[src/rtl/sqhm_pkg.sv]
// Shared types and constants for the sample qualify hysteresis monitor.
`default_nettype none

package sqhm_pkg;

	// Field widths
	localparam int CHANNEL_W   = 5;
	localparam int VALUE_W     = 8;
	localparam int DEVIATION_W = 16;
	localparam int EVENT_W     = 3;
	localparam int CFG_INDEX_W = 4;
	localparam int CFG_DATA_W  = 8;

	// Channels below this count are served; others answer zero
	localparam int CHANNEL_COUNT = 32;

	// Monitored channels
	localparam logic [CHANNEL_W-1:0] CH_BATTERY = 5'd7;
	localparam logic [CHANNEL_W-1:0] CH_PA_TEMP = 5'd23;

	// Deviation limit, 2.0 in unsigned 8.8
	localparam logic [DEVIATION_W-1:0] STEADY_LIMIT = 16'd512;

	// Register indexes
	localparam logic [CFG_INDEX_W-1:0] REG_VBAT_LOW  = 4'd0;
	localparam logic [CFG_INDEX_W-1:0] REG_VBAT_HIGH = 4'd1;
	localparam logic [CFG_INDEX_W-1:0] REG_PA_LOW    = 4'd2;
	localparam logic [CFG_INDEX_W-1:0] REG_PA_HIGH   = 4'd3;

	// Event codes
	typedef enum logic [EVENT_W-1:0] {
		EV_NONE     = 3'd0,
		EV_BAT_LOW  = 3'd1,
		EV_BAT_HIGH = 3'd2,
		EV_PA_COOL  = 3'd3,
		EV_PA_HOT   = 3'd4
	} event_code_t;

endpackage

`default_nettype wire

[src/rtl/sqhm_channels.sv]
// Handshake channels for samples, results and register writes.
`default_nettype none

interface sqhm_sample_if import sqhm_pkg::*; ();
	logic                   valid;
	logic                   ready;
	logic [CHANNEL_W-1:0]   channel;
	logic [VALUE_W-1:0]     sample_value;
	logic [DEVIATION_W-1:0] sample_deviation;

	modport source (output valid, channel, sample_value, sample_deviation, input ready);
	modport sink (input valid, channel, sample_value, sample_deviation, output ready);
endinterface

interface sqhm_result_if import sqhm_pkg::*; ();
	logic               valid;
	logic               ready;
	logic [VALUE_W-1:0] qualified_value;
	logic [EVENT_W-1:0] event_code;

	modport source (output valid, qualified_value, event_code, input ready);
	modport sink (input valid, qualified_value, event_code, output ready);
endinterface

interface sqhm_cfg_if import sqhm_pkg::*; ();
	logic                   valid;
	logic                   ready;
	logic [CFG_INDEX_W-1:0] index;
	logic [CFG_DATA_W-1:0]  data;

	modport source (output valid, index, data, input ready);
	modport sink (input valid, index, data, output ready);
endinterface

`default_nettype wire

[src/rtl/sample_qualify_hysteresis_monitor.sv]
// Top level: sample qualifier with battery and PA temperature hysteresis monitors.
`default_nettype none

// Takes ADC sample items and returns exactly one result item for each, through
// the input and result registers. A sample whose deviation exceeds 2.0 (or
// whose channel is not below CHANNEL_COUNT) returns zero and no event. Steady
// samples on channel 7 (battery) and 23 (PA temperature) are compared exactly,
// in hundredths, against thresholds set by four signed 8-bit step registers,
// and an event is returned when the channel's two-level mode flips. Throughput
// is one item per cycle unless the result side stalls: the input register feeds
// one evaluate stage whose single-bit mode update closes as the item leaves it,
// and the result register lets a new item enter while a result waits. Register
// writes are taken at any time and should land only while the block is idle.
module sample_qualify_hysteresis_monitor
	import sqhm_pkg::*;
(
	input  wire          clk,
	input  wire          arst_n,
	sqhm_cfg_if.sink     cfg,
	sqhm_sample_if.sink  sample,
	sqhm_result_if.source result
);

	// Threshold step registers
	logic signed [CFG_DATA_W-1:0] vbat_low_q;
	logic signed [CFG_DATA_W-1:0] vbat_high_q;
	logic signed [CFG_DATA_W-1:0] pa_low_q;
	logic signed [CFG_DATA_W-1:0] pa_high_q;

	// Mode state
	logic bat_mode_q;
	logic pa_mode_q;

	// Input stage
	logic                   valid_s1;
	logic [CHANNEL_W-1:0]   channel_s1;
	logic [VALUE_W-1:0]     value_s1;
	logic [DEVIATION_W-1:0] deviation_s1;

	// Result stage
	logic               out_valid_q;
	logic [VALUE_W-1:0] out_value_q;
	event_code_t        out_event_q;

	// Evaluate stage outputs
	logic               advance_s1;
	logic               channel_ok;
	logic               steady;
	logic [19:0]        bat_mag;
	logic signed [22:0] bat_level;
	logic signed [22:0] bat_lo;
	logic signed [22:0] bat_hi;
	logic [15:0]        pa_mag;
	logic signed [17:0] pa_level;
	logic signed [17:0] pa_lo;
	logic signed [17:0] pa_hi;
	logic [VALUE_W-1:0] qual_value;
	event_code_t        event_nx;
	logic               bat_mode_nx;
	logic               pa_mode_nx;

	// Register writes are always taken
	assign cfg.ready = 1'b1;

	always_ff @(posedge clk or negedge arst_n) begin
		if (!arst_n) begin
			vbat_low_q  <= '0;
			vbat_high_q <= '0;
			pa_low_q    <= '0;
			pa_high_q   <= '0;
		end else if (cfg.valid) begin
			unique case (cfg.index)
				REG_VBAT_LOW:  vbat_low_q  <= cfg.data;
				REG_VBAT_HIGH: vbat_high_q <= cfg.data;
				REG_PA_LOW:    pa_low_q    <= cfg.data;
				REG_PA_HIGH:   pa_high_q   <= cfg.data;
				default: ;
			endcase
		end
	end

	// Advance the evaluate stage when the result register is free or drains
	assign advance_s1   = valid_s1 && (!out_valid_q || result.ready);
	assign sample.ready = !valid_s1 || advance_s1;

	// Capture an item into the input stage
	always_ff @(posedge clk or negedge arst_n) begin
		if (!arst_n) begin
			valid_s1 <= 1'b0;
		end else if (sample.ready) begin
			valid_s1 <= sample.valid;
		end
	end

	always_ff @(posedge clk) begin
		if (sample.valid && sample.ready) begin
			channel_s1   <= sample.channel;
			value_s1     <= sample.sample_value;
			deviation_s1 <= sample.sample_deviation;
		end
	end

	// Qualify the sample
	assign channel_ok = {2'b00, channel_s1} < 7'(CHANNEL_COUNT);
	assign steady     = deviation_s1 <= STEADY_LIMIT;

	// Battery level and thresholds in hundredths of mV
	assign bat_mag   = 20'(value_s1) * 20'd3524;
	assign bat_level = signed'({3'b000, bat_mag});
	assign bat_lo    = 23'sd530000 + 23'(vbat_low_q) * 23'sd10000;
	assign bat_hi    = 23'sd630000 + 23'(vbat_high_q) * 23'sd10000;

	// PA temperature and thresholds in hundredths of a degree
	assign pa_mag   = 16'(value_s1) * 16'd160;
	assign pa_level = signed'({2'b00, pa_mag}) - 18'sd27315;
	assign pa_lo    = 18'sd6000 + 18'(pa_low_q) * 18'sd200;
	assign pa_hi    = 18'sd7300 + 18'(pa_high_q) * 18'sd200;

	// Apply hysteresis to the addressed monitor; hold the mode inside the band
	always_comb begin
		qual_value  = '0;
		event_nx    = EV_NONE;
		bat_mode_nx = bat_mode_q;
		pa_mode_nx  = pa_mode_q;
		if (channel_ok && steady) begin
			qual_value = value_s1;
			if (channel_s1 == CH_BATTERY) begin
				if (bat_level > bat_hi) begin
					if (!bat_mode_q) begin
						bat_mode_nx = 1'b1;
						event_nx    = EV_BAT_HIGH;
					end
				end else if (bat_level <= bat_lo) begin
					if (bat_mode_q) begin
						bat_mode_nx = 1'b0;
						event_nx    = EV_BAT_LOW;
					end
				end
			end else if (channel_s1 == CH_PA_TEMP) begin
				if (pa_level > pa_hi) begin
					if (!pa_mode_q) begin
						pa_mode_nx = 1'b1;
						event_nx   = EV_PA_HOT;
					end
				end else if (pa_level <= pa_lo) begin
					if (pa_mode_q) begin
						pa_mode_nx = 1'b0;
						event_nx   = EV_PA_COOL;
					end
				end
			end
		end
	end

	// Commit mode changes as the item leaves the evaluate stage
	always_ff @(posedge clk or negedge arst_n) begin
		if (!arst_n) begin
			bat_mode_q <= 1'b1;
			pa_mode_q  <= 1'b0;
		end else if (advance_s1) begin
			bat_mode_q <= bat_mode_nx;
			pa_mode_q  <= pa_mode_nx;
		end
	end

	// Hold the result until taken
	always_ff @(posedge clk or negedge arst_n) begin
		if (!arst_n) begin
			out_valid_q <= 1'b0;
		end else if (advance_s1) begin
			out_valid_q <= 1'b1;
		end else if (result.ready) begin
			out_valid_q <= 1'b0;
		end
	end

	always_ff @(posedge clk) begin
		if (advance_s1) begin
			out_value_q <= qual_value;
			out_event_q <= event_nx;
		end
	end

	assign result.valid           = out_valid_q;
	assign result.qualified_value = out_value_q;
	assign result.event_code      = out_event_q;

`ifndef SYNTHESIS
	// Input stalls only while a full pipe waits on the result side
	a_stall_cause: assert property (@(posedge clk) disable iff (!arst_n)
		!sample.ready |-> (valid_s1 && out_valid_q && !result.ready))
		else $error("input stalled without a blocked result");

	// Battery mode changes only with a battery event
	a_bat_flip: assert property (@(posedge clk) disable iff (!arst_n)
		(bat_mode_q != $past(bat_mode_q)) |->
		$past(advance_s1 && (event_nx == EV_BAT_LOW || event_nx == EV_BAT_HIGH)))
		else $error("battery mode changed without an event");

	// PA mode changes only with a PA event
	a_pa_flip: assert property (@(posedge clk) disable iff (!arst_n)
		(pa_mode_q != $past(pa_mode_q)) |->
		$past(advance_s1 && (event_nx == EV_PA_COOL || event_nx == EV_PA_HOT)))
		else $error("PA mode changed without an event");

	// A battery high event leaves the battery monitor in high mode
	a_high_mode: assert property (@(posedge clk) disable iff (!arst_n)
		(advance_s1 && event_nx == EV_BAT_HIGH) |=> bat_mode_q)
		else $error("battery high event without high mode");
`endif

endmodule

`default_nettype wire

[src/flat_wrapper.sv]
// flat-port wrapper written by rule: the top's interface ports become plain ports
module sample_qualify_hysteresis_monitor_flat import sqhm_pkg::*;
  (clk, arst_n, cfg_valid, cfg_index, cfg_data, cfg_ready, sample_valid, sample_channel, sample_sample_value, sample_sample_deviation, sample_ready, result_valid, result_qualified_value, result_event_code, result_ready);
  sqhm_cfg_if cfg_i ();
  sqhm_sample_if sample_i ();
  sqhm_result_if result_i ();
  input  wire clk;
  input  wire arst_n;
  input wire logic [$bits(cfg_i.valid)-1:0] cfg_valid;
  input wire logic [$bits(cfg_i.index)-1:0] cfg_index;
  input wire logic [$bits(cfg_i.data)-1:0] cfg_data;
  output wire logic [$bits(cfg_i.ready)-1:0] cfg_ready;
  input wire logic [$bits(sample_i.valid)-1:0] sample_valid;
  input wire logic [$bits(sample_i.channel)-1:0] sample_channel;
  input wire logic [$bits(sample_i.sample_value)-1:0] sample_sample_value;
  input wire logic [$bits(sample_i.sample_deviation)-1:0] sample_sample_deviation;
  output wire logic [$bits(sample_i.ready)-1:0] sample_ready;
  output wire logic [$bits(result_i.valid)-1:0] result_valid;
  output wire logic [$bits(result_i.qualified_value)-1:0] result_qualified_value;
  output wire logic [$bits(result_i.event_code)-1:0] result_event_code;
  input wire logic [$bits(result_i.ready)-1:0] result_ready;
  assign cfg_i.valid = cfg_valid;
  assign cfg_i.index = cfg_index;
  assign cfg_i.data = cfg_data;
  assign cfg_ready = cfg_i.ready;
  assign sample_i.valid = sample_valid;
  assign sample_i.channel = sample_channel;
  assign sample_i.sample_value = sample_sample_value;
  assign sample_i.sample_deviation = sample_sample_deviation;
  assign sample_ready = sample_i.ready;
  assign result_valid = result_i.valid;
  assign result_qualified_value = result_i.qualified_value;
  assign result_event_code = result_i.event_code;
  assign result_i.ready = result_ready;
  sample_qualify_hysteresis_monitor u_core (.clk(clk), .arst_n(arst_n), .cfg(cfg_i), .sample(sample_i), .result(result_i));
endmodule
[config.mk]
export PLATFORM = sky130hd
export DESIGN_NAME = sample_qualify_hysteresis_monitor_flat
export DESIGN_NICKNAME = d
export VERILOG_FILES = /design/src/rtl/sqhm_pkg.sv /design/src/rtl/sqhm_channels.sv /design/src/rtl/sample_qualify_hysteresis_monitor.sv /design/src/flat_wrapper.sv
export SDC_FILE = /design/constraint.sdc
export NUM_CORES = 1
export LEC_CHECK = 0
export BUFFER_PORTS_ARGS = -buffer_cell sky130_fd_sc_hd__buf_2
export CAP_MARGIN = 10
export CORE_ASPECT_RATIO = 1.1
export CORE_MARGIN = 2
export CORE_UTILIZATION = 58
export DETAILED_ROUTE_END_ITERATION = 12
export GPL_TIMING_DRIVEN = 1
export MAX_ROUTING_LAYER = met4
export PLACE_DENSITY = 0.82
export SYNTH_ARGS = -nofsm -noshare
export SYNTH_HDL_FRONTEND = slang
export SYNTH_SLANG_ARGS = --single-unit
[constraint.sdc]
create_clock -name clk -period 5.8 [get_ports clk]
set_input_delay 0.29 -clock clk [delete_from_list [all_inputs] [get_ports clk]]
set_output_delay 0.29 -clock clk [all_outputs]
set_load 0.1 [all_outputs]
==> impl_results.md, run 1 <==
- Most common cell after layout, fill and taps aside: ha_1
- Port Buffers: 58
- Starting Density: 0.5944
- Dpl ws: -175.6 ps
- Die Footprint: 0.02005 mm^2
- Setup Skew: around 18 ps
- Final hold vios: 0
- Synthesized instance count: 1137
- Async set-reset flop share out of synthesis: 0.4737
- Site Rows: between 50 and 60
- Largest net degree at the start of global routing: 37
- CTS H-Tree Depth: 3
- Most used DFF post-synth: edfxtp_1
- Violated checks: negative setup slack
- Min-delay worst type: input port to async pin
- Clock root cell: clkbuf_16
- Fillers: 1326
- Crit path time final: around 6000 ps
- Horiz. Die Dim: 135.2 um
- First-pass GRT wire length: 42.68 mm
- Initial antenna violation count: 0
- Worst r2r dst: u_core.result.event_code[1]
- Drt drc: 0
- GRT Total Usage: 0.2759
- Worst EP arrival: 6150 ps
- Worst reg2reg path startpoint: u_core.value_s1[3]
- Clk sinks: 76
- Post-route worst setup slack: -134.2 ps
- Cts bufs inserted: 9
- Bufs on Longest Clock Path: 2
- Setup TNS: -311.5 ps
- Fin. max-slew vios: 0
- Ys Warns: 0
- Clock Pin Slew Worst Setup and Hold Paths: ~80 ps
- R2R Setup Slk: -130 ps
- Area of the multi-input gates: 0.008453 mm^2
- Outcome: finished, violations left
- CP required: 6010 ps
- Flops & latches, synth: 76
- Final core occ: 0.6914
- Post-route clock period utilization: 1.023
- Yosys cell types: 85
- Nets@finish: 1629
- Synth Area per Inst: roughly 9.7 um^2
- Routed Wire Length: 26.62 mm
- DRT iter0 DRCs: 385
- Core Region: between 0.015 and 0.02 mm^2
- Syn nets: 1491
- Layout cells sized above 1: 0.2078
- Reg2Reg Depth: 27
- Gr ovfl total: 0
- Type of the worst setup path: flip-flop to flip-flop
- Routed vias: 8713
- Routed wire per std cell: 17.48 um
- Clk_lat worst skew: roughly 360 ps
- Area Growth Syn to Fin: 16.31%
- Setup violators final: 3
- Worst-Margin Slew: 859.2 ps
- Nature of the critical path startpoint: flip-flop
- Number of global-route vias before repair: 9230
- Vias per std cell: 5.721
- IO Count: 60
- Die height: approximately 150 um
- Slew margin rel.: 0.4124
- Worst setup EP type: flip-flop
- Reg area: 0.002105 mm^2
- Max Fclk: 168.5 MHz
- Post-synthesis sequential area ratio: 0.1915
- GP Congestion: 0.9524
- RSZ-0062 raised after global routing: true
- Diodes inserted: 0
- Post-synth EDFFs: 40
- Worst Path Max Fanout: 7
- Most frequent cells in the layout: ha_1 (239), inv_1 (196), buf_4 (74)
- MaxCap Viol Count: 0
- Pre-Repair DR Iteration Count: 5
- Antenna Nets Post-Route: 0
- Post-DP HPWL: 20.36 mm
- Mapped cell area: 0.01098 mm^2
- Cts hold-fix bufs: 0
- CTS tree: built
==> how the worst max path moves through the flow <==
stage,start,end
after floorplan,u_core.vbat_high_q[6],u_core.result.event_code[1]
after detailed placement,u_core.value_s1[5],u_core.result.event_code[0]
after CTS,u_core.vbat_high_q[5],u_core.result.event_code[1]
final,u_core.value_s1[3],u_core.result.event_code[1]
after global placement,u_core.vbat_high_q[5],u_core.result.event_code[1]
after global routing,u_core.value_s1[3],u_core.result.event_code[1]
==> sequential cells by signal, indices dropped and copies added, names as in the netlist <==
name                           flops
u_core.deviation_s1               16
u_core.pa_high_q                   8
u_core.pa_low_q                    8
u_core.result.qualified_value      8
u_core.value_s1                    8
u_core.vbat_high_q                 8
u_core.vbat_low_q                  8
u_core.channel_s1                  5
u_core.result.event_code           3
u_core.bat_mode_q                  1
u_core.pa_mode_q                   1
u_core.result.valid                1
u_core.valid_s1                    1
==> metrics by stage <==
| stage | instance area [um^2] | std cells | hold WS (ps) |
|---|---|---|---|
| detailed placement | 11970 | 1489 | 465.9 |
| floorplan | 10990 | 1137 | -5.591 |
| global route | 12770 | 1523 | 106.6 |
| global placement | 11970 | 1489 | 461.4 |
| finish | 12770 | 1523 | 51.91 |
| CTS | 12530 | 1515 | 85.56 |
==> cells by family (layout without fill, tap and decap cells) <==
family,after synthesis,count (layout),share of synthesized area
adder cells (fa/ha/maj),308,308,0.3912
AND/OR/NAND/NOR,216,216,0.1048
buffers and inverters,210,353,0.07348
AO/OA/AOI/OAI,196,196,0.1257
XOR/XNOR,102,102,0.08476
flip-flops,76,76,0.1915
multiplexers,28,28,0.02825
other,1,1,0.0003414
==> metal layers <==
| layer | global-route usage | vias up | part of all wire |
|---|---|---|---|
| met5 | - | - | 0 |
| met4 | 0.1333 | 0 | 0.045 |
| met3 | 0.04533 | 95 | 0.044 |
| met2 | 0.4962 | 222 | 0.52 |
| met1 | 0.2938 | 4204 | 0.39 |
| li1 | - | 4192 | - |
==> cell usage after synthesis, types with 24 or more instances <==
cell      count  area, um^2
ha_1        249        3115
inv_1       203       762.0
xnor2_1      65       569.3
fa_1         59        1181
nand2_1      51       191.4
a21oi_1      44       220.2
nor2_1       42       157.7
edfxtp_1     40        1201
dfrtp_1      35       875.8
o21ai_0      34       170.2
xor2_1       32       280.3
mux2_2       24       270.3
==> critical path, stage by stage (launching register included) <==
cell and delay, ps:
edfxtp_1 450, buf_4 220, fa_1 430, inv_1 100, fa_1 430, inv_1 110, ha_1 260, fa_1 500
ha_4 320, inv_1 50, o21bai_1 200, a21oi_2 110, nor2b_1 170, o21a_1 170, nor3_2 50, nor2_2 200
nor2_2 70, xnor2_2 160, ha_1 310, nand4_1 150, nor2_2 170, and2_4 160, o21ai_2 50, a21oi_1 110
o22ai_1 110, or4_4 440, and2_4 180, o21ai_2 120
==> area by class of cell <==
type	count	area share
Tap cell	243	0.02380
Sequential cell	76	0.1647
Clock inverter	7	0.005093
Inverter	204	0.05994
Multi-Input combinational cell	851	0.6617
Timing Repair Buffer	133	0.06709
Clock buffer	9	0.01763
==> timing repair <==
item | CTS | global route
resized for setup | 38 | 37
setup buffers | 10 | 8
setup endpoints to repair | 3 | 3
pin swaps | 47 | 35
Power of run 1 is not shown: default switching activity piles up to over one toggle a cycle in this logic, so the estimate is an artifact.
==> inputs of run 2 (changes only) <==
==> constraint.sdc (replaced) <==
create_clock -name clk -period 5.8 [get_ports clk]
set_input_delay 0 -clock clk [delete_from_list [all_inputs] [get_ports clk]]
set_output_delay 0 -clock clk [all_outputs]
set_load 0.1 [all_outputs]
==> impl_results.md, run 2 (same netlist as run 1, synthesis figures left out) <==
- Routed Wire Length: 27.28 mm (+2.5%)
- Gr ovfl total: 0 (unchanged)
- Worst reg2reg path startpoint: u_core.value_s1[3]
- Initial antenna violation count: 0 (unchanged)
- Worst path bufs/invs: 2 (-2)
- Site Rows: 52 (unchanged)
- GP Congestion: 0.9524 (unchanged)
- Die height: 148.3 um (unchanged)
- Slew margin rel.: 0.3965 (-0.01583)
- Worst r2r dst: u_core.result.event_code[1]
- R2R Setup Slk: -90 ps (+50 ps)
- Worst-Margin Slew: 905.2 ps (+45.96 ps)
- Critical path depth: 27 (unchanged)
- Horiz. Die Dim: 135.2 um (unchanged)
- Worst EP arrival: 6100 ps (-50 ps)
- GRT Total Usage: 0.2838 (+0.007981)
- Clk_lat worst skew: 370 ps (about the same)
- Setup Skew: 24.34 ps (+5.862 ps)
- Starting Density: 0.5944 (unchanged)
- Max reg flops: 16 (unchanged)
- DRT iter0 DRCs: 385 (unchanged)
- Nets@finish: 1666 (+2.3%)
- Reg2Reg Depth: 27 (unchanged)
- RSZ-0062 raised after global routing: true
- Vias per std cell: 5.677 (-0.76%)
- Placed cell count: 1489 (unchanged)
- Routed wire per std cell: 17.43 um (-0.27%)
- Number of global-route vias before repair: 9451 (+2.4%)
- Max Fclk: 169.9 MHz (+0.81%)
- Area Growth Syn to Fin: 19.78%
- CP max-delay cell: fa_1
- Port Buffers: 58 (unchanged)
- MaxCap Viol Count: 0 (unchanged)
- Post-DP HPWL: 20.36 mm (unchanged)
- Type of the worst setup path: flip-flop to flip-flop
- Die Footprint: 0.02005 mm^2 (unchanged)
- Outcome: finished, violations left
- Clk sinks: 76 (unchanged)
- Pre-Repair DR Iteration Count: 5 (unchanged)
- Post-route clock period utilization: 1.015 (-0.008214)
- Setup violators final: 2 (-1)
- Min-delay worst type: input port to flip-flop
- Most frequent cells in the layout: ha_1 (239), inv_1 (196), buf_4 (70)
- Final hold vios: 0 (unchanged)
- Clock Pin Slew Worst Setup and Hold Paths: 80 ps (about the same)
- CP max stage delay: 600 ps (+100 ps)
- Core Region: 0.01848 mm^2 (unchanged)
- Reg with most FFs: u_core.deviation_s1
- Post-route worst setup slack: -86.56 ps (+47.64 ps)
- Clock root cell: clkbuf_16
- First-pass GRT wire length: 43.84 mm (+2.7%)
- CTS tree: built
- CTS H-Tree Depth: 3 (unchanged)
- Bufs on Longest Clock Path: 2 (unchanged)
- Drt drc: 0 (unchanged)
- Worst Path Max Fanout: 2 (-5)
- CP required: 6020 ps (about the same)
- Fin. max-slew vios: 0 (unchanged)
- Largest net degree at the start of global routing: 37 (unchanged)
- Final core occ: 0.7119 (+0.02059)
- CP top delay family: adder cells
- IO Count: 60 (unchanged)
- CP startpoint: u_core.value_s1[3]
- Most common cell after layout, fill and taps aside: ha_1
- Worst setup EP type: flip-flop
- Cts bufs inserted: 9 (unchanged)
- Nature of the critical path startpoint: flip-flop
- Layout cells sized above 1: 0.1959 (-0.01191)
- Post-Layout Cell Count: 1565 (+2.8%)
- Violated checks: antenna violations, negative setup slack
- Setup crit end: u_core.result.event_code[1]
- Setup TNS: -148.3 ps (+163.2 ps)
- Antenna Nets Post-Route: 1 (+1)
- Crit path time final: 5887 ps (-47.64 ps)
- Routed vias: 8885 (+2.0%)
run 2: layout make-up:
cell class | count | area (um^2)
antenna | 5 | 12.51
clock buffer | 9 | 225.2
clock inverter | 7 | 65.06
fill | 1267 | 5323
inverter | 204 | 765.7
multi-input combinational | 851 | 8441
sequential | 76 | 2105
tap | 243 | 304.0
timing repair buffer | 170 | 1237
run 2: worst min path at each step:
stage / cells after the start / startpoint / end
after floorplan: 0 / arst_n / u_core.pa_high_q[0]
after global placement: 1 / arst_n / u_core.pa_mode_q
after detailed placement: 1 / arst_n / u_core.pa_mode_q
after CTS: 5 / cfg_index[1] / u_core.vbat_low_q[2]
after global routing: 5 / cfg_index[0] / u_core.pa_low_q[7]
final: 4 / cfg_index[0] / u_core.pa_low_q[6]
run 2: timing repair:
item                                   4_1_cts  5_1_grt
endpoints found under the hold margin       81        0
setup buffers                               10        4
gates cloned                                 0        0
pin swaps                                   47       25
setup endpoints to repair                    3        3
resized for setup                           38       33
hold buffers                                41        0
run 2: per-layer routing:
layer,GRT usage,wire length (um),vias up
li1,-,-,4270
met5,-,0,-
met2,0.5137,14170,229
met3,0.04465,1077,103
met4,0.1406,1308,0
met1,0.2994,10720,4283
run 2: metrics by stage:
stage / cell area [um^2] / hold slack (ps) / setup slack [ps]
after global routing: 13140 / 203.3 / -256.8
after floorplan: 10990 / -295.6 / 9.541
after global placement: 11970 / 171.4 / -34.72
after detailed placement: 11970 / 175.9 / -175.6
final: 13160 / 161.1 / -86.56
after CTS: 12940 / 157.0 / -24.43
run 2: tightest hold or removal path, stage by stage:
cell and delay (ps):
buf_2 110, nor3b_1 60, buf_4 170, o21ai_0 140
Power of run 2 is left out for the same reason.
==> inputs of run 3 (changes only) <==
--- a/config.mk
+++ b/config.mk
@@ -9,11 +9,11 @@
 export CAP_MARGIN = 10
 export CORE_ASPECT_RATIO = 1.1
 export CORE_MARGIN = 2
-export CORE_UTILIZATION = 58
+export CORE_UTILIZATION = 54
 export DETAILED_ROUTE_END_ITERATION = 12
 export GPL_TIMING_DRIVEN = 1
 export MAX_ROUTING_LAYER = met4
-export PLACE_DENSITY = 0.82
+export PLACE_DENSITY = 0.78
 export SYNTH_ARGS = -nofsm -noshare
 export SYNTH_HDL_FRONTEND = slang
 export SYNTH_SLANG_ARGS = --single-unit
==> impl_results.md, run 3 (same netlist as run 1, synthesis figures left out) <==
- Post-route clock period utilization: 1.015 (about the same)
- Post-route worst setup slack: -89.62 ps (-3.068 ps)
- Fin. max-slew vios: 0 (unchanged)
- Port Buffers: 58 (unchanged)
- R2R Setup Slk: -90 ps (about the same)
- Bufs on Longest Clock Path: 2 (unchanged)
- Max Fclk: 169.8 MHz (about the same)
- Dpl ws: -243.9 ps (-68.29 ps)
- Type of the worst setup path: flip-flop to flip-flop
- Starting Density: 0.5529 (-0.04148)
- Worst Path Max Fanout: 2 (unchanged)
- Nets@finish: 1670 (+0.24%)
- RSZ-0062 raised after global routing: true
- CP required: 6030 ps (about the same)
- Worst EP arrival: 6120 ps (+20 ps)
- Fillers: 1522 (+20%)
- Cts bufs inserted: 9 (unchanged)
- Most common cell after layout, fill and taps aside: ha_1
- CTS tree: built
- Area Growth Syn to Fin: 19.63%
- Nature of the critical path startpoint: flip-flop
- Reg with most FFs: u_core.deviation_s1
- DRT iter0 DRCs: 373 (-3.1%)
- Reg2Reg Depth: 25 (-7.4%)
- First-pass GRT wire length: 42.44 mm (-3.2%)
- Slew margin rel.: 0.3850 (-0.01159)
- Met1 usage: 0.2867 (-0.01270)
- Hold path endpoint: u_core.vbat_low_q[4]
- Hold depth: 5 (+1)
- M3 GR Usage: 0.03799 (-0.006655)
- Routed wire per std cell: 16.35 um (-6.2%)
- Diodes inserted: 0 (-5)
- Layout cells sized above 1: 0.1900 (-0.005892)
- Core Region: 0.01986 mm^2 (+7.5%)
- Setup violators final: 3 (+1)
- Number of global-route vias before repair: 9068 (-4.1%)
- Setup Skew: 13.85 ps (-10.49 ps)
- Clock root cell: clkbuf_16
- Die height: 153.6 um (+3.5%)
- Violated checks: negative setup slack
- Most frequent cells in the layout: ha_1 (245), inv_1 (197), buf_4 (74)
- Hold_sp: cfg_index[1]
- CTS H-Tree Depth: 3 (unchanged)
- Met2 Track Usage GR: 0.4472 (-0.06655)
- Clk sinks: 76 (unchanged)
- Drt drc: 0 (unchanged)
- Clk_lat worst skew: 360 ps (about the same)
- Worst reg2reg path startpoint: u_core.value_s1[5]
- MaxCap Viol Count: 0 (unchanged)
- Horiz. Die Dim: 140.0 um (+3.5%)
- Routed vias: 8645 (-2.7%)
- Clock Pin Slew Worst Setup and Hold Paths: 70 ps (about the same)
- Largest net degree at the start of global routing: 37 (unchanged)
- Routed Wire Length: 25.72 mm (-5.7%)
- Min-delay worst type: input port to flip-flop
- Max reg flops: 16 (unchanged)
- IO Count: 60 (unchanged)
- GR peak layer: met2
- Outcome: finished, violations left
- Initial antenna violation count: 0 (unchanged)
- Post-DP HPWL: 20.19 mm (-0.85%)
- Setup TNS: -170.0 ps (-21.68 ps)
- GP Congestion: 0.8864 (-6.9%)
- Worst setup EP type: flip-flop
- Worst-Margin Slew: 922.6 ps (+17.38 ps)
- Antenna Nets Post-Route: 0 (-1)
- GRT Total Usage: 0.2517 (-0.03214)
- Gr ovfl total: 0 (unchanged)
- Site Rows: 54 (+3.8%)
- Vias per std cell: 5.496 (-3.2%)
- Worst r2r dst: u_core.result.event_code[1]
- Final hold vios: 0 (unchanged)
- Crit path time final: 5890 ps (+3.068 ps)
- Die Footprint: 0.02150 mm^2 (+7.2%)
- Pre-Repair DR Iteration Count: 5 (unchanged)
## run 3: cell types whose count changed in the layout (fill, tap and decap cells not counted), moves of 2 or more
| cell | delta |
|---|---|
| a21oi_2 | -2 |
| buf_4 | +4 |
| bufinv_16 | +2 |
| diode_2 | -5 |
| ha_1 | +6 |
| ha_4 | -7 |
| inv_8 | -2 |
| o21ai_2 | -2 |
| xnor2_1 | +2 |
| xnor2_2 | -2 |
## run 3: worst max-delay path by stage
stage,from,end,slack [ps],cells after the start
CTS,u_core.vbat_high_q[7],u_core.result.event_code[1],-40,25
finish,u_core.value_s1[5],u_core.result.event_code[1],-90,25
global placement,u_core.vbat_high_q[5],u_core.result.event_code[1],-40,24
floorplan,u_core.vbat_high_q[6],u_core.result.event_code[1],10,25
global route,u_core.value_s1[5],u_core.result.event_code[1],-300,25
detailed placement,u_core.value_s1[2],u_core.result.event_code[0],-240,27
## run 3: final cells by class
class                      count  area [um^2]  area share
clock inverter                 6        95.09    0.007237
multi-input combinational    851         8362      0.6364
clock buffer                  10        229.0     0.01743
timing repair buffer         174         1267     0.09647
inverter                     204        765.7     0.05828
sequential                    76         2105      0.1602
tap                          252        315.3     0.02400
## run 3: routing by layer
layer / share of wire / routed length [um]
met5: 0 / 0
met4: 0.034 / 884
met3: 0.039 / 1005
met2: 0.51 / 13130
met1: 0.42 / 10690
## run 3: timing repair
item                                    in CTS  in global routing
endpoints found under the setup margin       3                  3
buffers inserted                             5                  6
pin swaps                                   39                 42
hold endpoints to repair                    84                  0
hold buffers                                41                  0
gates resized for setup                     38                 25
## run 3: stage by stage
step / util / cells / area, um^2 / hold slack [ps]
final: 0.6614 / 1573 / 13140 / 155.2
after global routing: 0.6614 / 1573 / 13140 / 190.8
after CTS: 0.6543 / 1568 / 13000 / 138.3
after detailed placement: 0.6063 / 1506 / 12040 / 164.7
after global placement: 0.6063 / 1506 / 12040 / 156.0
after floorplan: - / 1137 / 10990 / -295.6
## run 3: worst max-delay path: stages (launching register included)
cell and delay, ps:
edfxtp_1 420, fa_1 580, inv_2 50, fa_1 470, fa_1 490, inv_1 50
fa_1 450, ha_1 340, buf_6 130, a21oi_2 130, nor2b_1 70, o21a_1 180
o21ai_1 150, nand2b_1 100, a21oi_2 190, xnor2_2 110, ha_4 280, nand4_1 130
nor2_1 170, and2_1 160, o21ai_1 70, a21oi_1 130, o22ai_1 110, or4_4 510
and2_4 180, o21ai_2 110
Power of run 3 is left out for the same reason.
